--- src/rtl/ols_pkg.sv ---
// Shared types and codes of the ordered list store.
`default_nettype none

package ols_pkg;

    localparam int VAL_W    = 32;
    localparam int OP_W     = 3;
    localparam int FPOS_W   = 5;
    localparam int LEN_W    = 5;
    localparam int STATUS_W = 2;

    typedef enum logic [OP_W-1:0] {
        OP_INS_FRONT = 3'd0,
        OP_INS_END   = 3'd1,
        OP_INS_POS   = 3'd2,
        OP_DEL_FRONT = 3'd3,
        OP_DEL_END   = 3'd4,
        OP_DUMP      = 3'd5
    } t_op;

    typedef enum logic [STATUS_W-1:0] {
        ST_OK    = 2'd0,
        ST_FULL  = 2'd1,
        ST_EMPTY = 2'd2,
        ST_POS   = 2'd3
    } t_status;

    // Command broadcast to every cell of the chain.
    typedef enum logic [1:0] {
        CM_HOLD = 2'd0,
        CM_INS  = 2'd1,
        CM_SHL  = 2'd2
    } t_cell_mode;

endpackage

`default_nettype wire

--- src/rtl/ols_ifs.sv ---
// Request and result channel interfaces of the ordered list store.
`default_nettype none

interface ols_req_if;
    logic               valid;
    logic               ready;
    logic [2:0]         operation;
    logic [4:0]         position;
    logic signed [31:0] value;

    modport source (output valid, operation, position, value, input ready);
    modport sink   (input valid, operation, position, value, output ready);
endinterface

interface ols_res_if;
    logic               valid;
    logic               ready;
    logic signed [31:0] entry_value;
    logic [4:0]         list_length;
    logic [1:0]         status;
    logic               last;

    modport source (output valid, entry_value, list_length, status, last, input ready);
    modport sink   (input valid, entry_value, list_length, status, last, output ready);
endinterface

`default_nettype wire

--- src/rtl/ols_cell.sv ---
// One storage cell of the list chain, holding a single entry.
`default_nettype none

module ols_cell #(
    parameter int IDX   = 0,
    parameter int POS_W = 5
) (
    input  wire logic                       i_clk,
    input  wire ols_pkg::t_cell_mode        i_mode,
    input  wire logic [POS_W-1:0]           i_pos,
    input  wire logic [ols_pkg::VAL_W-1:0]  i_data,
    input  wire logic [ols_pkg::VAL_W-1:0]  i_left,
    input  wire logic [ols_pkg::VAL_W-1:0]  i_right,
    output logic      [ols_pkg::VAL_W-1:0]  o_value
);
    import ols_pkg::*;

    localparam logic [POS_W-1:0] MY_IDX = POS_W'(IDX);

    logic [VAL_W-1:0] r_value;
    logic [VAL_W-1:0] n_value;

    // Insert opens a gap at the given position by moving later entries one place
    // up; a left shift closes the list towards the front and loads the given
    // position with the broadcast data.
    always_comb begin
        n_value = r_value;
        case (i_mode)
            CM_INS: begin
                if (MY_IDX > i_pos) begin
                    n_value = i_left;
                end else if (MY_IDX == i_pos) begin
                    n_value = i_data;
                end
            end
            CM_SHL: begin
                if (MY_IDX == i_pos) begin
                    n_value = i_data;
                end else if (MY_IDX < i_pos) begin
                    n_value = i_right;
                end
            end
            default: n_value = r_value;
        endcase
    end

    always_ff @(posedge i_clk) begin
        r_value <= n_value;
    end

    assign o_value = r_value;

endmodule

`default_nettype wire

--- src/rtl/ordered_list_store_top.sv ---
// Top level of the ordered list store: control sequencer, cell chain and result register.
`default_nettype none

// The ordered list store keeps up to DEPTH signed 32-bit values in a row of
// identical cells, entry 0 in the first cell, together with a count of the
// entries held. Each request carries one operation: insert at the front, at
// the end or at a given position, delete at the front or at the end, or dump.
// Every update answers with one result carrying the new length and a status
// (ok, list full, list empty, position beyond length); on any error the list
// is left untouched. An update acts on all cells at once in the cycle the
// request is taken, so with the result channel ready a new request can
// follow in the next cycle. A dump enters the dump state, then gives one
// result per stored entry: while the result register is free the chain
// rotates by one place, entry 0 going to the result register and to the
// tail, so count rotations restore the original order. The final result of a
// dump is marked by last; a dump of an empty list gives a single result with
// the empty status. No request is taken while a dump is running. Results
// pass through an output register, so a request can be taken while the
// previous result still waits, as long as that register is being emptied.
// Entries beyond the count are never read, so the cells need no reset.
module ordered_list_store_top #(
    parameter int DEPTH = 16
) (
    input  wire logic  i_clk,
    input  wire logic  i_rst_n,
    ols_req_if.sink    i_req,
    ols_res_if.source  o_res
);
    import ols_pkg::*;

    localparam int CW   = $clog2(DEPTH + 1);
    localparam int CMPW = (CW > FPOS_W) ? CW : FPOS_W;
    localparam logic [CW-1:0] FULL_CNT = CW'(DEPTH);

    typedef enum logic [1:0] {
        S_IDLE = 2'b01,
        S_DUMP = 2'b10
    } t_state;

    t_state             r_state, n_state;
    logic [CW-1:0]      r_count, n_count;
    logic [CW-1:0]      r_k, n_k;

    logic               r_out_valid, n_out_valid;
    logic [VAL_W-1:0]   r_entry, n_entry;
    logic [LEN_W-1:0]   r_len, n_len;
    t_status            r_status, n_status;
    logic               r_last, n_last;

    t_cell_mode         w_mode;
    logic [CW-1:0]      w_pos;
    logic [VAL_W-1:0]   w_data;
    logic [VAL_W-1:0]   w_cell [DEPTH];

    logic               w_out_free;
    logic               w_accept;
    logic [CMPW-1:0]    w_ins_pos;
    logic [CMPW-1:0]    w_cnt_ext;
    logic               w_is_ins;
    logic               w_dump_last;

    // The chain of cells; the ends take their own value as the missing neighbour.
    for (genvar g = 0; g < DEPTH; g++) begin : g_cell
        logic [VAL_W-1:0] w_left;
        logic [VAL_W-1:0] w_right;

        if (g == 0) begin : g_first
            assign w_left = w_cell[g];
        end else begin : g_mid_l
            assign w_left = w_cell[g-1];
        end

        if (g == DEPTH - 1) begin : g_tail
            assign w_right = w_cell[g];
        end else begin : g_mid_r
            assign w_right = w_cell[g+1];
        end

        ols_cell #(
            .IDX   (g),
            .POS_W (CW)
        ) u_cell (
            .i_clk   (i_clk),
            .i_mode  (w_mode),
            .i_pos   (w_pos),
            .i_data  (w_data),
            .i_left  (w_left),
            .i_right (w_right),
            .o_value (w_cell[g])
        );
    end

    assign w_out_free  = !r_out_valid || o_res.ready;
    assign i_req.ready = (r_state == S_IDLE) && w_out_free;
    assign w_accept    = i_req.valid && i_req.ready;
    assign w_cnt_ext   = CMPW'(r_count);
    assign w_dump_last = (r_k == r_count - 1'b1);

    // Target index of an insert, widened so that it compares with the count.
    always_comb begin
        w_is_ins  = 1'b0;
        w_ins_pos = '0;
        case (t_op'(i_req.operation))
            OP_INS_FRONT: begin
                w_is_ins  = 1'b1;
                w_ins_pos = '0;
            end
            OP_INS_END: begin
                w_is_ins  = 1'b1;
                w_ins_pos = w_cnt_ext;
            end
            OP_INS_POS: begin
                w_is_ins  = 1'b1;
                w_ins_pos = CMPW'(i_req.position);
            end
            default: w_is_ins = 1'b0;
        endcase
    end

    always_comb begin
        n_state     = r_state;
        n_count     = r_count;
        n_k         = r_k;
        n_out_valid = r_out_valid;
        n_entry     = r_entry;
        n_len       = r_len;
        n_status    = r_status;
        n_last      = r_last;
        w_mode      = CM_HOLD;
        w_pos       = '0;
        w_data      = w_cell[0];

        if (r_out_valid && o_res.ready) begin
            n_out_valid = 1'b0;
        end

        case (r_state)
            S_IDLE: begin
                if (w_accept) begin
                    n_status = ST_OK;
                    n_last   = 1'b1;
                    n_entry  = '0;
                    if (w_is_ins) begin
                        if (r_count == FULL_CNT) begin
                            n_status = ST_FULL;
                        end else if (w_ins_pos > w_cnt_ext) begin
                            n_status = ST_POS;
                        end else begin
                            w_mode  = CM_INS;
                            w_pos   = CW'(w_ins_pos);
                            w_data  = i_req.value;
                            n_count = r_count + 1'b1;
                        end
                    end else begin
                        case (t_op'(i_req.operation))
                            OP_DEL_FRONT: begin
                                if (r_count == '0) begin
                                    n_status = ST_EMPTY;
                                end else begin
                                    // Close up towards the front; the tail slot
                                    // takes a copy that falls outside the count.
                                    w_mode  = CM_SHL;
                                    w_pos   = r_count - 1'b1;
                                    n_count = r_count - 1'b1;
                                end
                            end
                            OP_DEL_END: begin
                                if (r_count == '0) begin
                                    n_status = ST_EMPTY;
                                end else begin
                                    n_count = r_count - 1'b1;
                                end
                            end
                            OP_DUMP: begin
                                if (r_count == '0) begin
                                    n_status = ST_EMPTY;
                                end
                            end
                            default: n_status = ST_OK;
                        endcase
                    end

                    if ((t_op'(i_req.operation) == OP_DUMP) && (r_count != '0)) begin
                        // The entries follow from the dump state.
                        n_state = S_DUMP;
                        n_k     = '0;
                    end else begin
                        n_out_valid = 1'b1;
                        n_len       = LEN_W'(n_count);
                    end
                end
            end
            S_DUMP: begin
                if (w_out_free) begin
                    // Emit the head entry and rotate it to the tail of the list.
                    n_out_valid = 1'b1;
                    n_entry     = w_cell[0];
                    n_len       = LEN_W'(r_count);
                    n_status    = ST_OK;
                    n_last      = w_dump_last;
                    w_mode      = CM_SHL;
                    w_pos       = r_count - 1'b1;
                    w_data      = w_cell[0];
                    n_k         = r_k + 1'b1;
                    if (w_dump_last) begin
                        n_state = S_IDLE;
                    end
                end
            end
            default: n_state = S_IDLE;
        endcase
    end

    always_ff @(posedge i_clk) begin
        if (!i_rst_n) begin
            r_state     <= S_IDLE;
            r_count     <= '0;
            r_k         <= '0;
            r_out_valid <= 1'b0;
        end else begin
            r_state     <= n_state;
            r_count     <= n_count;
            r_k         <= n_k;
            r_out_valid <= n_out_valid;
        end
    end

    always_ff @(posedge i_clk) begin
        r_entry  <= n_entry;
        r_len    <= n_len;
        r_status <= n_status;
        r_last   <= n_last;
    end

    assign o_res.valid       = r_out_valid;
    assign o_res.entry_value = r_entry;
    assign o_res.list_length = r_len;
    assign o_res.status      = r_status;
    assign o_res.last        = r_last;

endmodule

`default_nettype wire
--- src/flat_wrapper.sv ---
// flat-port wrapper written by rule: the top's interface ports become plain ports
module ordered_list_store_top_flat import ols_pkg::*;
#(
    parameter int DEPTH = 16
)
  (i_clk, i_rst_n, i_req_valid, i_req_operation, i_req_position, i_req_value, i_req_ready, o_res_valid, o_res_entry_value, o_res_list_length, o_res_status, o_res_last, o_res_ready);
  ols_req_if i_req_i ();
  ols_res_if o_res_i ();
  input  wire logic i_clk;
  input  wire logic i_rst_n;
  input wire logic [$bits(i_req_i.valid)-1:0] i_req_valid;
  input wire logic [$bits(i_req_i.operation)-1:0] i_req_operation;
  input wire logic [$bits(i_req_i.position)-1:0] i_req_position;
  input wire logic [$bits(i_req_i.value)-1:0] i_req_value;
  output wire logic [$bits(i_req_i.ready)-1:0] i_req_ready;
  output wire logic [$bits(o_res_i.valid)-1:0] o_res_valid;
  output wire logic [$bits(o_res_i.entry_value)-1:0] o_res_entry_value;
  output wire logic [$bits(o_res_i.list_length)-1:0] o_res_list_length;
  output wire logic [$bits(o_res_i.status)-1:0] o_res_status;
  output wire logic [$bits(o_res_i.last)-1:0] o_res_last;
  input wire logic [$bits(o_res_i.ready)-1:0] o_res_ready;
  assign i_req_i.valid = i_req_valid;
  assign i_req_i.operation = i_req_operation;
  assign i_req_i.position = i_req_position;
  assign i_req_i.value = i_req_value;
  assign i_req_ready = i_req_i.ready;
  assign o_res_valid = o_res_i.valid;
  assign o_res_entry_value = o_res_i.entry_value;
  assign o_res_list_length = o_res_i.list_length;
  assign o_res_status = o_res_i.status;
  assign o_res_last = o_res_i.last;
  assign o_res_i.ready = o_res_ready;
  ordered_list_store_top #(.DEPTH(DEPTH)) u_core (.i_clk(i_clk), .i_rst_n(i_rst_n), .i_req(i_req_i), .o_res(o_res_i));
endmodule
--- config.mk ---
export PLATFORM = sky130hd
export DESIGN_NAME = ordered_list_store_top_flat
export DESIGN_NICKNAME = d
export VERILOG_FILES = /design/src/rtl/ols_pkg.sv /design/src/rtl/ols_ifs.sv /design/src/rtl/ols_cell.sv /design/src/rtl/ordered_list_store_top.sv /design/src/flat_wrapper.sv
export SDC_FILE = /design/constraint.sdc
export NUM_CORES = 2
export LEC_CHECK = 0
export BUFFER_PORTS_ARGS = -buffer_cell sky130_fd_sc_hd__buf_2
export CORE_UTILIZATION = 59
export CTS_BUF_LIST = sky130_fd_sc_hd__clkbuf_4
export DETAILED_ROUTE_END_ITERATION = 8
export PLACE_DENSITY = 0.86
export SYNTH_ARGS = -nofsm -noshare
export SYNTH_HDL_FRONTEND = slang
export SYNTH_SLANG_ARGS = --single-unit
--- constraint.sdc ---
create_clock -name i_clk -period 6.17 [get_ports i_clk]
set_input_delay 0.617 -clock i_clk [delete_from_list [all_inputs] [get_ports i_clk]]
set_output_delay 0.617 -clock i_clk [all_outputs]
set_load 0.05 [all_outputs]
# Word-level counts from Yosys, hierarchy flattened
# Cells that the tools add are included.
# Widths: inputs -> output; s select.
totals:
  regBits: 565
  inputBits: 44
  output_inout_bits: 42
  word_cells: 294
classes:
  add_sub_neg: 3
  magnitude_cmp: 32
  n_eq_ne: 62
  n_mux: 138
  n_reduce_logical: 35
op_table:
  columns: ["cell", "n"]
  rows:
  - ["$mux 32", 69]
  - ["$pmux 32 s2", 17]
  - ["$mux 5", 18]
  - ["$ne 3x3->1 const B", 29]
  - ["$reduce_and 3->1", 15]
  - ["$eq 4x5->1 const A", 8]
  - ["$gt 4x5->1 const A", 8]
  - ["$pmux 5 s2", 4]
  - ["$lt 4x5->1 const A", 7]
  - ["$mux 2", 17]
  - ["$eq 3x5->1 const A", 4]
  - ["$gt 3x5->1 const A", 4]
  - ["$lt 3x5->1 const A", 4]
  - ["$reduce_and 4->1", 4]
  - ["$pmux 2 s2", 3]
  - ["$add 5x1->5 const B", 2]
  - ["$eq 2x5->1 const A", 2]
  - ["$gt 1x5->1 const A", 2]
  - ["$gt 2x5->1 const A", 2]
  - ["$logic_not 5->1", 2]
  - ["$lt 1x5->1 const A", 2]
  - ["$lt 2x5->1 const A", 2]
  - ["$mux 1", 8]
  - ["$ne 2x2->1 const B", 4]
  - ["21 further kinds", 33]

# Longest topological paths before layout
logic_depth:
  ltp_word: 12
  ltp_mapped: 17
  ltp_nobuf: 13

# Hierarchy
# A second synthesis with hierarchy kept.
hier_totals:
  cells_unflattened: 2603
  hier_area_um2: 32383.6
modules_own_cells:
  columns: ["mod", "n_inst", "cells_per_inst", "area_each_um2", "seq_area_each_um2"]
  rows:
  - ["ordered_list_store_top", 1, 326, 3509.6, 1461.4]
  - ["ols_cell at u_core.g_cell[15].u_cell", 1, 256, 2306.0, 960.9]
  - ["ols_cell at u_core.g_cell[1].u_cell", 1, 223, 2187.1, 960.9]
  - ["ols_cell at u_core.g_cell[13].u_cell", 1, 190, 2170.8, 960.9]
  - ["ols_cell at u_core.g_cell[10].u_cell", 1, 166, 2089.5, 960.9]
  - ["ols_cell at u_core.g_cell[8].u_cell", 1, 180, 1783.0, 960.9]
  - ["ols_cell at u_core.g_cell[3].u_cell", 1, 121, 1757.9, 960.9]
  - ["ols_cell at u_core.g_cell[12].u_cell", 1, 117, 1730.4, 960.9]
  - ["ols_cell at u_core.g_cell[9].u_cell", 1, 122, 1727.9, 960.9]
  - ["ols_cell at u_core.g_cell[11].u_cell", 1, 121, 1690.4, 960.9]
  - ["ols_cell at u_core.g_cell[2].u_cell", 1, 120, 1689.1, 960.9]
  - ["ols_cell at u_core.g_cell[7].u_cell", 1, 117, 1670.4, 960.9]
  - ["ols_cell at u_core.g_cell[14].u_cell", 1, 119, 1646.6, 960.9]
  - ["ols_cell at u_core.g_cell[4].u_cell", 1, 117, 1637.8, 960.9]
  - ["+3 rows", null, null, null, null]

# Least setup slack after synthesis
# OpenSTA, ideal clock, no wires.
synth_timing:
  kind: "in2reg"
  startpoint: "in i_req_operation[1]"
  endpoint: "reg u_core.g_cell[1].u_cell.r_value[0], enable pin"
  setup_time_ps: 470
  arrival_ps: 5973
  t_required_ps: 5700
  setup_slack_ps: -273
  path_stages: 14
  path_buffers: 3
  path_cell_list: "clkbuf_1 -> nor2b_1 -> a31o_2 -> ha_1 -> and3_1 -> o21ai_0 -> a32oi_1 -> a2bb2oi_2 -> o21ai_2 -> nor3b_1 -> buf_2 -> buf_4 -> nor2_1 -> a211oi_1"
synth_via:
  elab_chain_len: 11
  elab_cells_between_ends: 29
  cone_classes: "3 x order compare; 8 x eq/ne; 14 x mux; 4 x reduce/logical"
synth_lines:
  columns: ["item", "line", "rtl"]
  rows:
  - ["start: declaration", "flat_wrapper.sv:12", "input wire logic [$bits(i_req_i.operation)-1:0] i_req_operation;"]
  - ["$eq 3x2->1 / $eq 3x1->1 (equally long branches)", "ordered_list_store_top.sv:103", "case (t_op'(i_req.operation))"]
  - ["$pmux 5 s2", "ordered_list_store_top.sv:103", null]
  - ["$gt 5x5->1", "ordered_list_store_top.sv:146", "end else if (w_ins_pos > w_cnt_ext) begin"]
  - ["$mux 5 / $mux 1 (equally long branches)", "ordered_list_store_top.sv:146", null]
  - ["$mux 5 / $mux 2 (equally long branches)", "ordered_list_store_top.sv:144", "if (r_count == FULL_CNT) begin"]
  - ["$mux 5 / $mux 2 (equally long branches)", "ordered_list_store_top.sv:143", "if (w_is_ins) begin"]
  - ["$mux 5 / $mux 2 (equally long branches)", "ordered_list_store_top.sv:139", "if (w_accept) begin"]
  - ["$pmux 5 s2 / $pmux 2 s2 (equally long branches)", "ordered_list_store_top.sv:137", "case (r_state)"]
  - ["$lt 1x5->1 (tied with other cells)", "ols_cell.sv:39", "end else if (MY_IDX < i_pos) begin"]
  - ["$ne 3x3->1 (no source line) / $reduce_bool 2->1 (equally long branches)", null, null]
  - ["$reduce_and 3->1 (no source line) *", null, null]
  - ["end signal: assignment", "ols_cell.sv:48", "r_value <= n_value;"]
  - ["end: declaration", "ols_cell.sv:20", "logic [VAL_W-1:0] r_value;"]
# Mark *: on every way between the ends. The rest lies on a longest branch, timed or not.
# A chain may end at the register's enable or synchronous reset.

# Worst setup path after layout
layout_timing:
  startpoint: "reg u_core.r_count[4]"
  endpoint: "reg u_core.g_cell[9].u_cell.r_value[0], enable pin"
layout_via:
  elab_chain_len: 10
  elab_cells_between_ends: 29
  cone_classes: "1 x add/sub; 3 x order compare; 6 x eq/ne; 16 x mux; 3 x reduce/logical"
layout_lines:
  columns: ["item", "line", "rtl"]
  rows:
  - ["start: declaration", "ordered_list_store_top.sv:41", "logic [CW-1:0] r_count, n_count;"]
  - ["start signal: assignment", "ordered_list_store_top.sv:222", "r_count <= n_count;"]
  - ["$pmux 5 s2", "ordered_list_store_top.sv:103", null]
  - ["$gt 5x5->1", "ordered_list_store_top.sv:146", null]
  - ["$mux 5 / $mux 1 (equally long branches)", "ordered_list_store_top.sv:146", null]
  - ["$mux 5 / $mux 2 (equally long branches)", "ordered_list_store_top.sv:144", null]
  - ["$mux 5 / $mux 2 (equally long branches)", "ordered_list_store_top.sv:143", null]
  - ["$mux 5 / $mux 2 (equally long branches)", "ordered_list_store_top.sv:139", null]
  - ["$pmux 5 s2 / $pmux 2 s2 (equally long branches)", "ordered_list_store_top.sv:137", null]
  - ["$lt 4x5->1 (tied with other cells)", "ols_cell.sv:39", null]
  - ["$ne 3x3->1 (no source line) / $reduce_bool 2->1 (equally long branches)", null, null]
  - ["$reduce_and 3->1 (no source line) *", null, null]
  - ["end signal: assignment", "ols_cell.sv:48", null]
  - ["end: declaration", "ols_cell.sv:20", null]
# Marks and branches as above.

==> key figures <==
Synth
  • Unique masters post-synth: 76
  • Asr flop ratio synth: 0%
  • Synthesized Nets: 2,855
  • Number of synthesized flops with an enable pin: between 500 and 600
  • Predominant post-synthesis flop cell: edfxtp_1
  • Mapped cell area: 34,100 µm²
  • Avg Inst Size Synth: roughly 12 µm²
  • #FFs+latches synth: around 570
  • Post-Syn Instances: around 2,800
  • Sequential share of the synthesized area: 49.3%
  • Ys Warns: 0

Route
  • Routed vias/inst: 6.80
  • Met3 WL post-DR: 7630 µm
  • Final Routed Wirelength: 95,100 µm
  • Drt drc: 2
  • Max Used Layer: met4
  • Met2 wire len: 45,600 µm
  • Initial drt markers: about 2,500
  • DR vias: 25,043
  • WL/cell: 25.8 µm
  • Routed length on met1: 37,800 µm
  • Antenna Nets Post-Route: 0
  • 1st-pass router iterations: 8

Outcome
  • Status: finished with violations
  • Failing checks: DRC

Cells and area
  • Area growth syn-to-layout: 8.66%
  • Final Cell Area: 37,100 µm²
  • Multi-input gate area in the final layout: 16,300 µm²
  • Most frequent cells in the layout: 1,029 x mux2i_1, 552 x edfxtp_1, 232 x clkbuf_4
  • Fillers: 4,244
  • Final Util: 65.3%
  • Ratio of cells with drive above 1 in the final layout: between 10% and 20%
  • Non-filler cells, final: 3,685
  • Area of all sequential standard cells: 16,800 µm²
  • Most common cell after layout, fill and taps aside: mux2i_1
  • Nets@finish: 2,882

Global routing
  • Global-route wire length before repair: roughly 150,000 µm
  • Largest net degree at the start of global routing: 135
  • Overflow after GRT: 0
  • Gr usage total: 31.7%
  • Number of global-route vias before repair: 25,630
  • Initial antenna violation count: 4

Critical path
  • Worst Setup Start Kind: flip-flop
  • CP Class: reg2reg
  • Buf/Inv on CP: 3
  • Crit path required time: 6.81 ns
  • CP Cell Sequence: inv_1 > ha_1 > and3_1 > o21ai_0 > a32oi_1 > o41ai_1 > nand2_1 > a31oi_4 > buf_4 > nor2_1 > a211oi_4 > buf_4
  • Crit path max fanout: 33
  • Crit path DAT: 5.68 ns
  • Most common cell on crit path: buf_4
  • Worst setup EP type: flip-flop
  • Critical-path top delay cell: o41ai_1
  • Crit path largest cell delay: 0.63 ns
  • Delay-heaviest family, CP: compound AO/OA/AOI/OAI gates

Flow run
  • Max-capacitance violation count: 0

Clock tree
  • # clock sinks: 565
  • H-tree depth: 4
  • CTS tree: yes
  • Cts bufs inserted: approximately 150
  • Clk Latency, worst-skew pair: around 1.0 ns
  • Clock slew seen by the registers of the worst setup and hold paths: roughly 0.06 ns
  • Max clock buf depth: 3
  • Post_cts resized: 0
  • Root Buffer Master: clkbuf_4

Floorplanning
  • # rows: 87
  • Die footprint: 58,800 µm²
  • Std-Cell Core Area: 56,800 µm²
  • Boundary Pins: 86
  • Die height: 243 µm
  • Initial core utilization: 60.1%
  • Die W: between 200 and 250 µm

Worst hold path
  • Worst min path class: in2reg

Timing
  • Post-layout min period: 5.04 ns
  • Final setup margin: 1.13 ns
  • Crit share post-route: between 80% and 90%
  • FMAX: between 150 and 200 MHz
  • RSZ-0062 raised after global routing: no
  • Rel. slew slack: 32.5%
  • Measured slew at the worst slew-check pin: between 1 and 1.5 ns
  • Final setup fails: 0
  • TNS Setup: 0 ns
  • Clock Skew: a little under 0.06 ns
  • Final hold vios: 0
  • Pins over their slew limit: 0

Power
  • Power per cell area: 466 nW/µm²
  • Worst VDD drop: 0.307 mV
  • P_leak: 0.0136 µW

Place
  • RePlAce Congestion: between 0.9 and 1
  • Worst slack, placed: a little under 0.7 ns
  • Port bufs: 85
  • DP HPWL: 58,900 µm
  • Placed cells: 3,427
  • Cell Area, Placed: approximately 35,000 µm²
[state kept, by name (all words and copies together) (netlist names)]
register and cells:
u_core.g_cell.u_cell.o_value 512, u_core.o_res.entry_value 32, u_core.o_res.last 1, u_core.o_res.list_length 5
u_core.o_res.status 2, u_core.o_res.valid 1, u_core.r_count 5, u_core.r_k 5
u_core.r_state 2
[layout make-up]
type / count / share of cell area, %
Clock inverter: 21 / 0.320
Clock buffer: 232 / 4.70
Multi-Input combinational cell: 1930 / 43.8
Tap cell: 756 / 2.55
Sequential cell: 565 / 45.4
Timing Repair Buffer: 161 / 3.03
Antenna cell: 4 / 0.0270
Inverter: 16 / 0.169
[cell usage after synthesis (5+ instances only)]
library cell / n / area [µm²]
mux2i_1: 1029 / 10300
edfxtp_1: 552 / 16600
clkbuf_1: 180 / 676
o21ai_0: 121 / 606
a21oi_1: 117 / 586
nor2_1: 106 / 398
nand2_1: 86 / 323
a22oi_1: 66 / 495
buf_2: 64 / 320
nand3_1: 52 / 260
and2_1: 38 / 238
o211ai_1: 36 / 270
o22ai_1: 34 / 213
mux2_1: 32 / 360
o221ai_1: 32 / 280
o311ai_0: 32 / 280
buf_4: 22 / 165
o21ai_1: 21 / 105
inv_1: 14 / 52.6
buf_6: 13 / 146
dfxtp_1: 13 / 260
ha_1: 13 / 163
a211oi_1: 12 / 90.1
nor3_1: 8 / 40.0
buf_1: 7 / 26.3
nor4bb_1: 6 / 60.1
or2_2: 5 / 31.3
[final timing paths]
path	cells after the start	to	startpoint	slack, ns
setup / recovery	12	u_core.g_cell[9].u_cell.o_value[0]$_DFFE_PP_	u_core.r_count[4]$_SDFFE_PN0P_	1.13
hold reg to reg	2	u_core.r_state[0]$_SDFFE_PN1P_	u_core.r_state[0]$_SDFFE_PN1P_	0.51
hold / removal	3	u_core.g_cell[6].u_cell.o_value[29]$_DFFE_PP_	i_req_value[29]	0.10
setup reg to reg	12	u_core.g_cell[9].u_cell.o_value[0]$_DFFE_PP_	u_core.r_count[4]$_SDFFE_PN0P_	1.13
[through the flow]
step                hold slack [ns]  power (µW)
floorplan                     0.472       11700
CTS                          0.0107       17200
finish                        0.102       17300
detailed placement            0.502       13800
global placement              0.487       13500
global route                 0.0723       18000
[logic make-up after synthesis]
group,share of synthesized area [%]
AO/OA/AOI/OAI,9.80
XOR/XNOR,0.205
adder cells (fa/ha/maj),0.476
buffers and inverters,4.10
flip-flops,49.3
multiplexers,31.3
AND/OR/NAND/NOR,4.84
[worst reg2reg max path, delay by kind of cell, from the launching register on]
family	cells	cell delay (ns)
AOI/OAI and AO/OA	5	1.59
buffers and inverters	3	1.23
and+or+nand+nor	3	0.94
DFF	1	0.56
adders and majority gates	1	0.36
[timing repair]
| item | 4_1_cts | 5_1_grt |
|---|---|---|
| hold endpoints to repair | 12 | 0 |
| buffers inserted | 0 | 0 |
| hold buffers | 1 | 0 |
[where the power goes]
part           total (µW)  switching [µW]  internal [µW]
clock network        3370            1640           1740
registers            6940             728           6220
logic                6990            4640           2350
[metal layers]
layer | vias to the layer above | GRT usage [%]
met5 | - | 0
met4 | 0 | 16.2
met3 | 285 | 7.07
met2 | 1331 | 51.5
met1 | 12479 | 39.8
li1 | 10948 | -
Power figures use the tool's default switching activity.
